`src/hw/rtl/hsc_pkg.sv`:
```
`timescale 1ns / 1ps
// Shared constants, types and helpers for the HSV/HSL to RGB converter.
// No dependencies; used by every stage module and by the top level.
package hsc_pkg;

    // Default hue width in bits
    localparam int HSC_HUE_BITS = 12;

    // Configuration port
    localparam int HSC_CFG_IDX_BITS  = 1;
    localparam int HSC_CFG_DATA_BITS = 8;

    typedef logic [HSC_CFG_IDX_BITS-1:0]  t_cfg_idx;
    typedef logic [HSC_CFG_DATA_BITS-1:0] t_cfg_data;
    typedef logic [7:0]                   t_byte;

    localparam t_cfg_idx CFG_CONV_MODE = 1'b0;
    localparam t_cfg_idx CFG_LEVEL     = 1'b1;

    // Conversion mode codes
    localparam logic MODE_HSV = 1'b0;
    localparam logic MODE_HSL = 1'b1;

    // HSV hue sectors, in order around the wheel
    typedef enum logic [2:0] {
        SEC_RY = 3'd0,
        SEC_YG = 3'd1,
        SEC_GC = 3'd2,
        SEC_CB = 3'd3,
        SEC_BM = 3'd4,
        SEC_MR = 3'd5
    } t_sector;

    // floor(x / 255) for x below 2^16, clamped to a byte
    function automatic t_byte div255_sat(input logic [15:0] x);
        logic [16:0] sum;
        sum = {1'b0, x} + 17'd1 + {9'd0, x[15:8]};
        if (sum[16]) begin
            return 8'd255;
        end
        return sum[15:8];
    endfunction

endpackage

```
`src/hw/rtl/hsc_front.sv`:
```
`timescale 1ns / 1ps
// First pipeline stage: hue sector and fraction, HSV partial terms,
// HSL levels and per-channel ramp weights. Depends on hsc_pkg.
module hsc_front #(
    parameter int HUE_BITS = hsc_pkg::HSC_HUE_BITS
) (
    input  logic                i_clk,
    input  logic                i_en,
    input  logic                i_mode,
    input  hsc_pkg::t_byte      i_level,
    input  logic [HUE_BITS-1:0] i_hue,
    input  hsc_pkg::t_byte      i_sat,
    output logic                o_mode,
    output hsc_pkg::t_sector    o_sec,
    output hsc_pkg::t_byte      o_level,
    output logic [HUE_BITS+7:0] o_sf,
    output logic [HUE_BITS+7:0] o_snf,
    output logic [15:0]         o_py,
    output logic [15:0]         o_t2,
    output logic [15:0]         o_d,
    output logic [HUE_BITS:0]   o_kr,
    output logic [HUE_BITS:0]   o_kg,
    output logic [HUE_BITS:0]   o_kb
);
    import hsc_pkg::*;

    localparam int HB = HUE_BITS;
    localparam logic [HB:0]   FULL  = {1'b1, {HB{1'b0}}};
    localparam logic [HB+2:0] N_X   = (HB+3)'(1) << HB;
    localparam logic [HB+2:0] N2_X  = (HB+3)'(2) << HB;
    localparam logic [HB+2:0] N3_X  = (HB+3)'(3) << HB;
    localparam logic [HB+2:0] N4_X  = (HB+3)'(4) << HB;

    // Ramp weight k in units of 1/N for a hue a3 given in units of 1/(3N)
    function automatic logic [HB:0] ramp_k(input logic [HB+2:0] a3);
        logic [HB+2:0] a2;
        logic [HB+2:0] fall;
        a2   = {a3[HB+1:0], 1'b0};
        fall = N4_X - a2;
        if (a2 < N_X) begin
            return a2[HB:0];
        end else if (a2 < N3_X) begin
            return FULL;
        end else if (a3 < N2_X) begin
            return fall[HB:0];
        end
        return '0;
    endfunction

    logic [HB+2:0] w_six;
    logic [HB-1:0] w_f;
    logic [HB:0]   w_nf;
    logic [HB+7:0] w_sf;
    logic [HB+7:0] w_snf;
    logic [15:0]   w_py;
    logic [16:0]   w_t1;
    logic [16:0]   w_t2;
    logic [16:0]   w_d;
    logic [15:0]   w_ls;
    logic [HB+2:0] w_h3;
    logic [HB+2:0] w_ar;
    logic [HB+2:0] w_ab;

    logic             r_mode;
    t_sector          r_sec;
    t_byte            r_level;
    logic [HB+7:0]    r_sf;
    logic [HB+7:0]    r_snf;
    logic [15:0]      r_py;
    logic [15:0]      r_t2;
    logic [15:0]      r_d;
    logic [HB:0]      r_kr;
    logic [HB:0]      r_kg;
    logic [HB:0]      r_kb;

    always_comb begin
        // 6h split into sector and fraction
        w_six = {1'b0, i_hue, 2'b00} + {2'b00, i_hue, 1'b0};
        w_f   = w_six[HB-1:0];
        w_nf  = FULL - {1'b0, w_f};
        w_sf  = {{HB{1'b0}}, i_sat} * {8'd0, w_f};
        w_snf = {{HB{1'b0}}, i_sat} * {7'd0, w_nf};
        w_py  = {8'd0, i_level} * {8'd0, 8'd255 - i_sat};

        // HSL levels scaled by 255*255
        w_ls = {8'd0, i_level} * {8'd0, i_sat};
        if (!i_level[7]) begin
            w_t1 = {9'd0, i_level} * (17'd255 + {9'd0, i_sat});
        end else begin
            w_t1 = ({9'd0, i_level} + {9'd0, i_sat}) * 17'd255 - {1'b0, w_ls};
        end
        w_t2 = {9'd0, i_level} * 17'd510 - w_t1;
        w_d  = w_t1 - w_t2;

        // channel hues offset by a third of a turn, wrapped
        w_h3 = {2'b00, i_hue, 1'b0} + {3'b000, i_hue};
        w_ar = w_h3 + N_X;
        if (w_ar >= N3_X) begin
            w_ar = w_ar - N3_X;
        end
        w_ab = w_h3 + N2_X;
        if (w_ab >= N3_X) begin
            w_ab = w_ab - N3_X;
        end
    end

    always_ff @(posedge i_clk) begin
        if (i_en) begin
            r_mode  <= i_mode;
            r_sec   <= t_sector'(w_six[HB+2:HB]);
            r_level <= i_level;
            r_sf    <= w_sf;
            r_snf   <= w_snf;
            r_py    <= w_py;
            r_t2    <= w_t2[15:0];
            r_d     <= w_d[15:0];
            r_kr    <= ramp_k(w_ar);
            r_kg    <= ramp_k(w_h3);
            r_kb    <= ramp_k(w_ab);
        end
    end

    assign o_mode  = r_mode;
    assign o_sec   = r_sec;
    assign o_level = r_level;
    assign o_sf    = r_sf;
    assign o_snf   = r_snf;
    assign o_py    = r_py;
    assign o_t2    = r_t2;
    assign o_d     = r_d;
    assign o_kr    = r_kr;
    assign o_kg    = r_kg;
    assign o_kb    = r_kb;

endmodule

```
`src/hw/rtl/hsc_mult.sv`:
```
`timescale 1ns / 1ps
// Second pipeline stage: the level multiplications for the HSV q and t
// terms and the ramp products for HSL. Depends on hsc_pkg.
module hsc_mult #(
    parameter int HUE_BITS = hsc_pkg::HSC_HUE_BITS
) (
    input  logic                i_clk,
    input  logic                i_en,
    input  logic                i_mode,
    input  hsc_pkg::t_sector    i_sec,
    input  hsc_pkg::t_byte      i_level,
    input  logic [HUE_BITS+7:0] i_sf,
    input  logic [HUE_BITS+7:0] i_snf,
    input  logic [15:0]         i_py,
    input  logic [15:0]         i_t2,
    input  logic [15:0]         i_d,
    input  logic [HUE_BITS:0]   i_kr,
    input  logic [HUE_BITS:0]   i_kg,
    input  logic [HUE_BITS:0]   i_kb,
    output logic                o_mode,
    output hsc_pkg::t_sector    o_sec,
    output hsc_pkg::t_byte      o_level,
    output logic [15:0]         o_py,
    output logic [15:0]         o_yq,
    output logic [15:0]         o_yt,
    output logic [15:0]         o_t2,
    output logic [15:0]         o_kdr,
    output logic [15:0]         o_kdg,
    output logic [15:0]         o_kdb
);
    import hsc_pkg::*;

    localparam int HB = HUE_BITS;
    localparam logic [HB+7:0] DEN = (HB+8)'(255) << HB;

    logic [HB+15:0] w_xq;
    logic [HB+15:0] w_xt;
    logic [HB+16:0] w_kdr;
    logic [HB+16:0] w_kdg;
    logic [HB+16:0] w_kdb;

    logic           r_mode;
    t_sector        r_sec;
    t_byte          r_level;
    logic [15:0]    r_py;
    logic [15:0]    r_yq;
    logic [15:0]    r_yt;
    logic [15:0]    r_t2;
    logic [15:0]    r_kdr;
    logic [15:0]    r_kdg;
    logic [15:0]    r_kdb;

    always_comb begin
        w_xq  = {{(HB+8){1'b0}}, i_level} * {8'd0, DEN - i_sf};
        w_xt  = {{(HB+8){1'b0}}, i_level} * {8'd0, DEN - i_snf};
        w_kdr = {16'd0, i_kr} * {{(HB+1){1'b0}}, i_d};
        w_kdg = {16'd0, i_kg} * {{(HB+1){1'b0}}, i_d};
        w_kdb = {16'd0, i_kb} * {{(HB+1){1'b0}}, i_d};
    end

    // drop the 1/N scale here; the /255 follows in the last stage
    always_ff @(posedge i_clk) begin
        if (i_en) begin
            r_mode  <= i_mode;
            r_sec   <= i_sec;
            r_level <= i_level;
            r_py    <= i_py;
            r_yq    <= w_xq[HB+15:HB];
            r_yt    <= w_xt[HB+15:HB];
            r_t2    <= i_t2;
            r_kdr   <= w_kdr[HB+15:HB];
            r_kdg   <= w_kdg[HB+15:HB];
            r_kdb   <= w_kdb[HB+15:HB];
        end
    end

    assign o_mode  = r_mode;
    assign o_sec   = r_sec;
    assign o_level = r_level;
    assign o_py    = r_py;
    assign o_yq    = r_yq;
    assign o_yt    = r_yt;
    assign o_t2    = r_t2;
    assign o_kdr   = r_kdr;
    assign o_kdg   = r_kdg;
    assign o_kdb   = r_kdb;

endmodule

```
`src/hw/rtl/hsc_back.sv`:
```
`timescale 1ns / 1ps
// Last pipeline stage: divide by 255, clamp, pick channels by sector or
// mode, and hold the result in the output register. Depends on hsc_pkg.
module hsc_back (
    input  logic             i_clk,
    input  logic             i_en,
    input  logic             i_mode,
    input  hsc_pkg::t_sector i_sec,
    input  hsc_pkg::t_byte   i_level,
    input  logic [15:0]      i_py,
    input  logic [15:0]      i_yq,
    input  logic [15:0]      i_yt,
    input  logic [15:0]      i_t2,
    input  logic [15:0]      i_kdr,
    input  logic [15:0]      i_kdg,
    input  logic [15:0]      i_kdb,
    output hsc_pkg::t_byte   o_red,
    output hsc_pkg::t_byte   o_green,
    output hsc_pkg::t_byte   o_blue
);
    import hsc_pkg::*;

    logic [16:0] w_yr;
    logic [16:0] w_yg;
    logic [16:0] w_yb;
    logic [15:0] w_a;
    logic [15:0] w_b;
    logic [15:0] w_c;
    t_byte       w_da;
    t_byte       w_db;
    t_byte       w_dc;
    t_byte       w_red;
    t_byte       w_green;
    t_byte       w_blue;

    t_byte       r_red;
    t_byte       r_green;
    t_byte       r_blue;

    always_comb begin
        w_yr = {1'b0, i_t2} + {1'b0, i_kdr};
        w_yg = {1'b0, i_t2} + {1'b0, i_kdg};
        w_yb = {1'b0, i_t2} + {1'b0, i_kdb};

        // share the three dividers between the modes
        if (i_mode == MODE_HSL) begin
            w_a = w_yr[15:0];
            w_b = w_yg[15:0];
            w_c = w_yb[15:0];
        end else begin
            w_a = i_py;
            w_b = i_yq;
            w_c = i_yt;
        end
        w_da = div255_sat(w_a);
        w_db = div255_sat(w_b);
        w_dc = div255_sat(w_c);

        if (i_mode == MODE_HSL) begin
            w_red   = w_da;
            w_green = w_db;
            w_blue  = w_dc;
        end else begin
            // w_da is p, w_db is q, w_dc is t
            case (i_sec)
                SEC_RY: begin
                    w_red = i_level; w_green = w_dc;    w_blue = w_da;
                end
                SEC_YG: begin
                    w_red = w_db;    w_green = i_level; w_blue = w_da;
                end
                SEC_GC: begin
                    w_red = w_da;    w_green = i_level; w_blue = w_dc;
                end
                SEC_CB: begin
                    w_red = w_da;    w_green = w_db;    w_blue = i_level;
                end
                SEC_BM: begin
                    w_red = w_dc;    w_green = w_da;    w_blue = i_level;
                end
                default: begin
                    w_red = i_level; w_green = w_da;    w_blue = w_db;
                end
            endcase
        end
    end

    always_ff @(posedge i_clk) begin
        if (i_en) begin
            r_red   <= w_red;
            r_green <= w_green;
            r_blue  <= w_blue;
        end
    end

    assign o_red   = r_red;
    assign o_green = r_green;
    assign o_blue  = r_blue;

endmodule

```
`src/hw/rtl/hsv_hsl_to_rgb_pixel_converter.sv`:
```
`timescale 1ns / 1ps
// HSV/HSL to RGB pixel converter, top level. Three register stages:
// a request passes the front, mult and back registers in turn, and one request is
// taken every cycle while the output side keeps stall low.
// Throughput is set by the pipeline; the three-stage valid chain absorbs stalls.
// Synchronous active-low reset clears the valid bits, mode (HSV) and level.
// Depends on hsc_pkg, hsc_front, hsc_mult and hsc_back.
module hsv_hsl_to_rgb_pixel_converter #(
    parameter int HUE_BITS = hsc_pkg::HSC_HUE_BITS
) (
    input  logic                 i_clk,
    input  logic                 i_rst_n,
    input  logic                 i_cfg_we,
    input  hsc_pkg::t_cfg_idx    i_cfg_idx,
    input  hsc_pkg::t_cfg_data   i_cfg_data,
    input  logic                 i_valid,
    output logic                 o_stall,
    input  logic [HUE_BITS-1:0]  i_hue,
    input  hsc_pkg::t_byte       i_saturation,
    output logic                 o_valid,
    input  logic                 i_stall,
    output hsc_pkg::t_byte       o_red,
    output hsc_pkg::t_byte       o_green,
    output hsc_pkg::t_byte       o_blue
);
    import hsc_pkg::*;

    localparam int HB = HUE_BITS;

    logic        r_conv_mode;
    t_byte       r_level;
    logic [2:0]  r_vld;

    logic        w_rdy1;
    logic        w_rdy2;
    logic        w_rdy3;
    logic        w_en1;
    logic        w_en2;
    logic        w_en3;

    logic          s1_mode;
    t_sector       s1_sec;
    t_byte         s1_level;
    logic [HB+7:0] s1_sf;
    logic [HB+7:0] s1_snf;
    logic [15:0]   s1_py;
    logic [15:0]   s1_t2;
    logic [15:0]   s1_d;
    logic [HB:0]   s1_kr;
    logic [HB:0]   s1_kg;
    logic [HB:0]   s1_kb;

    logic          s2_mode;
    t_sector       s2_sec;
    t_byte         s2_level;
    logic [15:0]   s2_py;
    logic [15:0]   s2_yq;
    logic [15:0]   s2_yt;
    logic [15:0]   s2_t2;
    logic [15:0]   s2_kdr;
    logic [15:0]   s2_kdg;
    logic [15:0]   s2_kdb;

    always_ff @(posedge i_clk) begin
        if (!i_rst_n) begin
            r_conv_mode <= MODE_HSV;
            r_level     <= '0;
        end else if (i_cfg_we) begin
            case (i_cfg_idx)
                CFG_CONV_MODE: r_conv_mode <= i_cfg_data[0];
                CFG_LEVEL:     r_level     <= i_cfg_data;
                default: ;
            endcase
        end
    end

    // a stage may load when it is empty or the stage after it moves
    assign w_rdy3  = !r_vld[2] || !i_stall;
    assign w_rdy2  = !r_vld[1] || w_rdy3;
    assign w_rdy1  = !r_vld[0] || w_rdy2;
    assign w_en1   = i_valid && w_rdy1;
    assign w_en2   = r_vld[0] && w_rdy2;
    assign w_en3   = r_vld[1] && w_rdy3;
    assign o_stall = !w_rdy1;
    assign o_valid = r_vld[2];

    always_ff @(posedge i_clk) begin
        if (!i_rst_n) begin
            r_vld <= '0;
        end else begin
            if (w_rdy1) begin
                r_vld[0] <= i_valid;
            end
            if (w_rdy2) begin
                r_vld[1] <= r_vld[0];
            end
            if (w_rdy3) begin
                r_vld[2] <= r_vld[1];
            end
        end
    end

    hsc_front #(
        .HUE_BITS (HUE_BITS)
    ) u_front (
        .i_clk   (i_clk),
        .i_en    (w_en1),
        .i_mode  (r_conv_mode),
        .i_level (r_level),
        .i_hue   (i_hue),
        .i_sat   (i_saturation),
        .o_mode  (s1_mode),
        .o_sec   (s1_sec),
        .o_level (s1_level),
        .o_sf    (s1_sf),
        .o_snf   (s1_snf),
        .o_py    (s1_py),
        .o_t2    (s1_t2),
        .o_d     (s1_d),
        .o_kr    (s1_kr),
        .o_kg    (s1_kg),
        .o_kb    (s1_kb)
    );

    hsc_mult #(
        .HUE_BITS (HUE_BITS)
    ) u_mult (
        .i_clk   (i_clk),
        .i_en    (w_en2),
        .i_mode  (s1_mode),
        .i_sec   (s1_sec),
        .i_level (s1_level),
        .i_sf    (s1_sf),
        .i_snf   (s1_snf),
        .i_py    (s1_py),
        .i_t2    (s1_t2),
        .i_d     (s1_d),
        .i_kr    (s1_kr),
        .i_kg    (s1_kg),
        .i_kb    (s1_kb),
        .o_mode  (s2_mode),
        .o_sec   (s2_sec),
        .o_level (s2_level),
        .o_py    (s2_py),
        .o_yq    (s2_yq),
        .o_yt    (s2_yt),
        .o_t2    (s2_t2),
        .o_kdr   (s2_kdr),
        .o_kdg   (s2_kdg),
        .o_kdb   (s2_kdb)
    );

    hsc_back u_back (
        .i_clk   (i_clk),
        .i_en    (w_en3),
        .i_mode  (s2_mode),
        .i_sec   (s2_sec),
        .i_level (s2_level),
        .i_py    (s2_py),
        .i_yq    (s2_yq),
        .i_yt    (s2_yt),
        .i_t2    (s2_t2),
        .i_kdr   (s2_kdr),
        .i_kdg   (s2_kdg),
        .i_kdb   (s2_kdb),
        .o_red   (o_red),
        .o_green (o_green),
        .o_blue  (o_blue)
    );

endmodule

```
`config.mk`:
```
export PLATFORM = sky130hd
export DESIGN_NAME = hsv_hsl_to_rgb_pixel_converter
export DESIGN_NICKNAME = d
export VERILOG_FILES = /design/src/hw/rtl/hsc_pkg.sv /design/src/hw/rtl/hsc_front.sv /design/src/hw/rtl/hsc_mult.sv /design/src/hw/rtl/hsc_back.sv /design/src/hw/rtl/hsv_hsl_to_rgb_pixel_converter.sv
export SDC_FILE = /design/constraint.sdc
export NUM_CORES = 2
export LEC_CHECK = 0
export BUFFER_PORTS_ARGS = -buffer_cell sky130_fd_sc_hd__buf_4
export CELL_PAD_IN_SITES_DETAIL_PLACEMENT = 0
export CELL_PAD_IN_SITES_GLOBAL_PLACEMENT = 1
export CORE_UTILIZATION = 40
export CTS_CLUSTER_DIAMETER = 40
export DETAILED_ROUTE_END_ITERATION = 12
export PLACE_DENSITY_LB_ADDON = 0.1
export SLEW_MARGIN = 15
export SYNTH_ARGS = -nofsm -noshare
export SYNTH_HDL_FRONTEND = slang
export SYNTH_SLANG_ARGS = --single-unit
```
`constraint.sdc`:
```
create_clock -name i_clk -period 11.85 [get_ports i_clk]
set_clock_uncertainty 0.1 [all_clocks]
set_input_delay 1.7775 -clock i_clk [delete_from_list [all_inputs] [get_ports i_clk]]
set_output_delay 1.7775 -clock i_clk [all_outputs]
set_load 0.03 [all_outputs]
```
== Word level (Yosys, flattened, before mapping) ==
Cells that the tools add are included.
W data, S select, Z words.

* Bitwise logic cells: 4
* Reduce and logical (&&, ||, !) cells: 21
* Equal/unequal tests: 4
* Muxes and demuxes: 42
* Magnitude comparators: 11
* Add/sub/neg operators: 27
* Multiply operators: 12

{| class="wikitable"
|+ Operator list
! kind !! number
|-
| $mux W13 || 9
|-
| $mul A13 B16 Y28 || 3
|-
| $lt A15 B14 Y1 const B || 5
|-
| $mux W8 || 9
|-
| $pmux W8 S3 || 3
|-
| $mux W16 || 4
|-
| $mul A8 B20 Y28 || 2
|-
| $add A16 B1 Y17 const B || 3
|-
| $add A17 B8 Y17 || 3
|-
| $add A16 B16 Y16 || 3
|-
| $sub A16 B16 Y16 || 3
|-
| $lt A15 B13 Y1 const B || 3
|-
| $sub A20 B20 Y20 const A || 2
|-
| $sub A1 B13 Y13 const A || 3
|-
| $mul A8 B8 Y16 || 2
|-
| $ge A15 B14 Y1 const B || 2
|-
| $mux W15 || 2
|-
| $sub A15 B14 Y15 const B || 2
|-
| $mul A8 B12 Y20 || 1
|-
| $mul A8 B13 Y20 || 1
|-
| $mul A8 B9 Y16 || 1
|-
| $mul A9 B8 Y16 const B || 1
|-
| $add A14 B13 Y15 || 1
|-
| $add A14 B13 Y15 const B || 1
|-
| 20 further kinds || 52
|}

* Output and inout bits: 26
* Input bits: 34
* Word-level logic and storage cells: 153
* Flip-flop bits (word level): 299

== Depth between registers and ports, before layout ==
* Depth in word-level cells: 11
* Mapped depth: 43
* Mapped depth without buffers: 43

== Hierarchy ==
From an unflattened synthesis, not the netlist that was laid out.

* Cell total of the unflattened synthesis: 6,772
* Area total of the unflattened synthesis: 61,719.2 µm²

{| class="wikitable"
|+ Modules (own cells, without submodules)
! module !! area an instance (µm²) !! instances !! cells each
|-
| hsc_mult || 32,527.4 || 1 || 3,483
|-
| hsc_front || 22,660.5 || 1 || 2,436
|-
| hsc_back || 6,042.0 || 1 || 801
|-
| hsv_hsl_to_rgb_pixel_converter || 489.2 || 1 || 52
|}

== Least setup slack after synthesis ==
No wires, ideal clock.

* Path type: input to register
* Start: input port i_saturation[2]
* End: register u_front.r_d[15] (netlist: u_front.o_d[15]) (data pin)
* Arrival time: 10,408 ps
* Path slack: 1,076 ps
* Data required time: 11,484 ps
* Setup time: 266 ps
* Buffers on the path: 1
* Stages: 40
* Cells stage by stage: inv_1 clkbuf_1 ha_1 nand2b_1 a21oi_1 o21ai_0 a21oi_1 nor2_1 xnor2_1 xnor2_1 xnor2_1 inv_1 fa_1 fa_1 fa_1 fa_1 inv_1 fa_1 [... 4 more ...] xor2_1 nand2_1 o21a_1 inv_1 ha_1 and3_1 a211o_1 xor2_1 inv_1 ha_1 nor3_1 nor2_1 o41a_1 nor3_1 o41ai_1 maj3_1 a21oi_1 xor2_1

* Cells in the longest elaborated chain, start to end: 6

{| class="wikitable"
|+ RTL lines
! what !! line !! RTL
|-
| from (decl) || hsv_hsl_to_rgb_pixel_converter.sv:19 || <nowiki>input hsc_pkg::t_byte i_saturation,</nowiki>
|-
| $add A8 B8 Y9 || hsc_front.sv:90 || <nowiki>w_t1 = ({9'd0, i_level} + {9'd0, i_sat}) * 17'd255 - {1'b0, w_ls};</nowiki>
|-
| $mul A9 B8 Y16 || hsc_front.sv:90 ||
|-
| $sub A16 B16 Y16 || hsc_front.sv:90 ||
|-
| $mux W16 (*) || hsc_front.sv:87 || <nowiki>if (!i_level[7]) begin</nowiki>
|-
| $sub A16 B16 Y16 (*) || hsc_front.sv:92 || <nowiki>w_t2 = {9'd0, i_level} * 17'd510 - w_t1;</nowiki>
|-
| net u_front.w_t2[9] || hsc_front.sv:57 || <nowiki>logic [16:0] w_t2;</nowiki>
|-
| $sub A16 B16 Y16 (*) || hsc_front.sv:93 || <nowiki>w_d = w_t1 - w_t2;</nowiki>
|-
| net u_front.w_d[15] || hsc_front.sv:58 || <nowiki>logic [16:0] w_d;</nowiki>
|-
| to (signal assigned) || hsc_front.sv:116 || <nowiki>r_d <= w_d[15:0];</nowiki>
|-
| to (decl) || hsc_front.sv:71 || <nowiki>logic [15:0] r_d;</nowiki>
|}

The timed path passes the listed nets; every way through them passes the cells marked *.
A chain may end at the register's enable or synchronous reset.

== Worst setup path in the final report ==
* Start: input port i_saturation[1]
* End: register u_front.r_d[15] (netlist: u_front.o_d[15]) (data pin)

The elaborated chain is that of the path after synthesis.

==> metrics.cfg <==
[outcome]
status = finished with violations
violations = DRC

[hold_path]
hp-class = reg2reg

[clock_network]
post_cts_buffers = 0
ctsLongestPathBuffers = 3
cts_buffers = 51
clk_pin_slew_ns = 0.06
cts.repair.resized = 0
htreeDepth = 2
root_buffer = clkbuf_16
worstSkewPairLatency_ns = 0.65
cts.sinks = 292
holdBufCountCts = 0
cts_tree = built

[grt]
grt_pass1_wl_um = 257800
grt_max_degree = 133
grt_pass1_vias = 44780
grt-ovfl-total = 0
track_usage_pct = 22.77
grt_antenna_before_repair = 6

[detailed_routing]
wl_per_cell_um = 19.61
detail-route-antenna-nets = 0
avgViaCountPerCell = 5.138
vias = 42640
dr.pass1.iters = 10
drc = 32
drt_iter0_drc = 2522
drt-total-wl_um = 162700

[cells_and_area]
synthToLayoutAreaGrowth_pct = 8.334
layout_common_cells = 1219 x inv_1, 931 x nand2_1, 922 x fa_1
final_common_cell = inv_1
finalInstanceArea_um2 = 62810
nets = 7983
layout-drive-gt1-share_pct = 5.365

[worst_setup_path]
critPathMaxStageDelay_ns = 0.68
r2r_start = r_level[1]
endpoint = u_front.o_d[15]
critPathMaxFanout = 6
path_class = in2reg
cp_slowest_cell = xnor2_1
cp.required_ns = 12.11
startpoint = i_saturation[1]
rrSetupSlack_ns = 1.77
cpMostUsedCell = inv_1
startpoint_type = input pin
ff2ff_path_depth = 39
timing.rr.end = u_front.o_d[15]
end_kind = flop
cp_data_arrival_time_ns = 11.08

[place]
pre_cts_slack_ns = 0.3470
place_area_um2 = 60880
port_buffers = 59
gp_congestion = 0.9090
dp_hpwl_um = 129100

[synth]
synth_cell_types = 106
synthFlopType = edfxtp_1
yosysSeqAreaShare_pct = 14.92
async_flop_share_pct = 0
yosysWarnings = 0
syn_area_um2 = 57980
synth.avg_cell_area_um2 = 9.145
syn_inst = 6340
ys_ff_latch = 292
synth_edf_count = 280

[timing]
slew-limit-headroom_pct = 32.99
min_period_over_period_pct = 91.28
fmax_mhz = 92.45
holdWs_ns = 0.3150
setup_viol = 0
tns_ns = 0
slew_violations = 0
rsz0062_at_grt = no
tightest_slew_ns = 0.9979
fin_ws_ns = 1.033
period_needed_ns = 10.82
hold_viol = 0

[floorplan]
row_count = 139
initial_core_util_pct = 40.36
fp.dieW_um = 382.7
die_height_um = 382.7
coreArea_um2 = 143700
io_pins = 60
dieArea_um2 = 146500

[flow_run]
maxCapViolations = 0

[critical path: cells and delay by family]
kind	cells	cell delay, ns
buffers and inverters	10	0.83
XOR/XNOR	4	1.23
AO/OA/AOI/OAI	9	2.01
multiplexers	1	0.24
AND/OR/NAND/NOR	7	0.81
adder cells (fa/ha/maj)	11	4.14
[area by class of cell]
type | instances | area [um^2]
fill | 14340 | 80850
multi-input combinational | 4615 | 43980
sequential | 292 | 8650
inverter | 1222 | 4587
tap | 1903 | 2381
timing repair buffer | 170 | 1289
clock buffer | 52 | 1280
clock inverter | 42 | 636.9
antenna | 3 | 7.507
[registers in the layout (all words and copies together), names as in the netlist, 12 cells and up]
register and cells:
u_mult.o_py 16, u_mult.o_kdb 16, u_front.o_kg 12, u_front.o_py 16, u_front.o_sf 18, u_front.o_kb 12
u_front.o_kr 12, u_mult.o_kdr 16, u_mult.o_yq 16, u_mult.o_t2 16, u_front.o_t2 16, u_front.o_d 15
u_mult.o_yt 16, u_mult.o_kdg 16, u_front.o_snf 19
[metrics by stage]
| step | cells | util, % |
|---|---|---|
| after global routing | 8296 | 43.72 |
| after CTS | 8296 | 43.71 |
| final | 8299 | 43.72 |
| after floorplan | 6362 | - |
| after detailed placement | 8202 | 42.38 |
| after global placement | 8202 | 42.38 |
[kinds of logic after synthesis]
kind of cell / synth area share, %
muxes: 0.7078
adders and majority gates: 46.42
other: 0.01295
DFF: 14.92
xor gates and xnor gates: 4.480
buffers and inverters: 9.459
and+or+nand+nor: 15.65
AOI/OAI and AO/OA: 8.352
[worst min path at each step]
stage	depth (start not counted)	start	to
6_report	0	u_front.o_py[3]	u_mult.o_py[3]
5_1_grt	0	u_front.o_py[10]	u_mult.o_py[10]
4_1_cts	0	u_front.o_py[10]	u_mult.o_py[10]
3_5_place_dp	0	u_front.o_sec[1]	u_mult.o_sec[1]
3_3_place_gp	0	u_front.o_sec[2]	u_mult.o_sec[2]
2_1_floorplan	0	u_front.o_mode	u_mult.o_mode
[synthesized netlist by cell type, types with 12 or more instances]
library cell	instances	area, um^2
a211oi_1	21	157.7
a21boi_0	26	195.2
a21o_1	67	503.0
a21oi_1	179	895.9
a22oi_1	14	105.1
a31oi_1	28	175.2
and2_1	339	2121
and3_1	25	156.4
buf_1	12	45.04
clkbuf_1	210	788.3
dfxtp_1	12	240.2
edfxtp_1	280	8408
fa_1	922	18460
ha_1	675	8446
inv_1	1219	4576
mux2_2	23	259.0
mux2i_1	14	140.1
nand2_1	931	3495
nand2b_1	40	250.2
nand3_1	44	220.2
nand3b_1	13	97.59
nor2_1	321	1205
nor2b_1	59	369.1
nor3_1	84	420.4
nor4_1	13	81.33
o211ai_1	17	127.6
o21a_1	39	292.8
o21ai_0	112	560.5
o21bai_1	18	135.1
o22ai_1	17	106.4
o31ai_1	16	120.1
or2_2	14	87.58
or3_1	20	125.1
xnor2_1	213	1866
xor2_1	76	665.6
[layer usage]
layer	part of all wire (%)	vias to the layer above	global-route usage, %	routed length (um)
met4	2.6	2	5.778	4306
met1	46	21560	31.33	74830
met3	3.9	188	1.854	6382
met2	47	868	38.56	77210
met5	0.0080	-	0	13
li1	-	20020	-	-
Power is not shown: default switching activity piles up to over one toggle a cycle in this logic, so the estimate is an artifact.
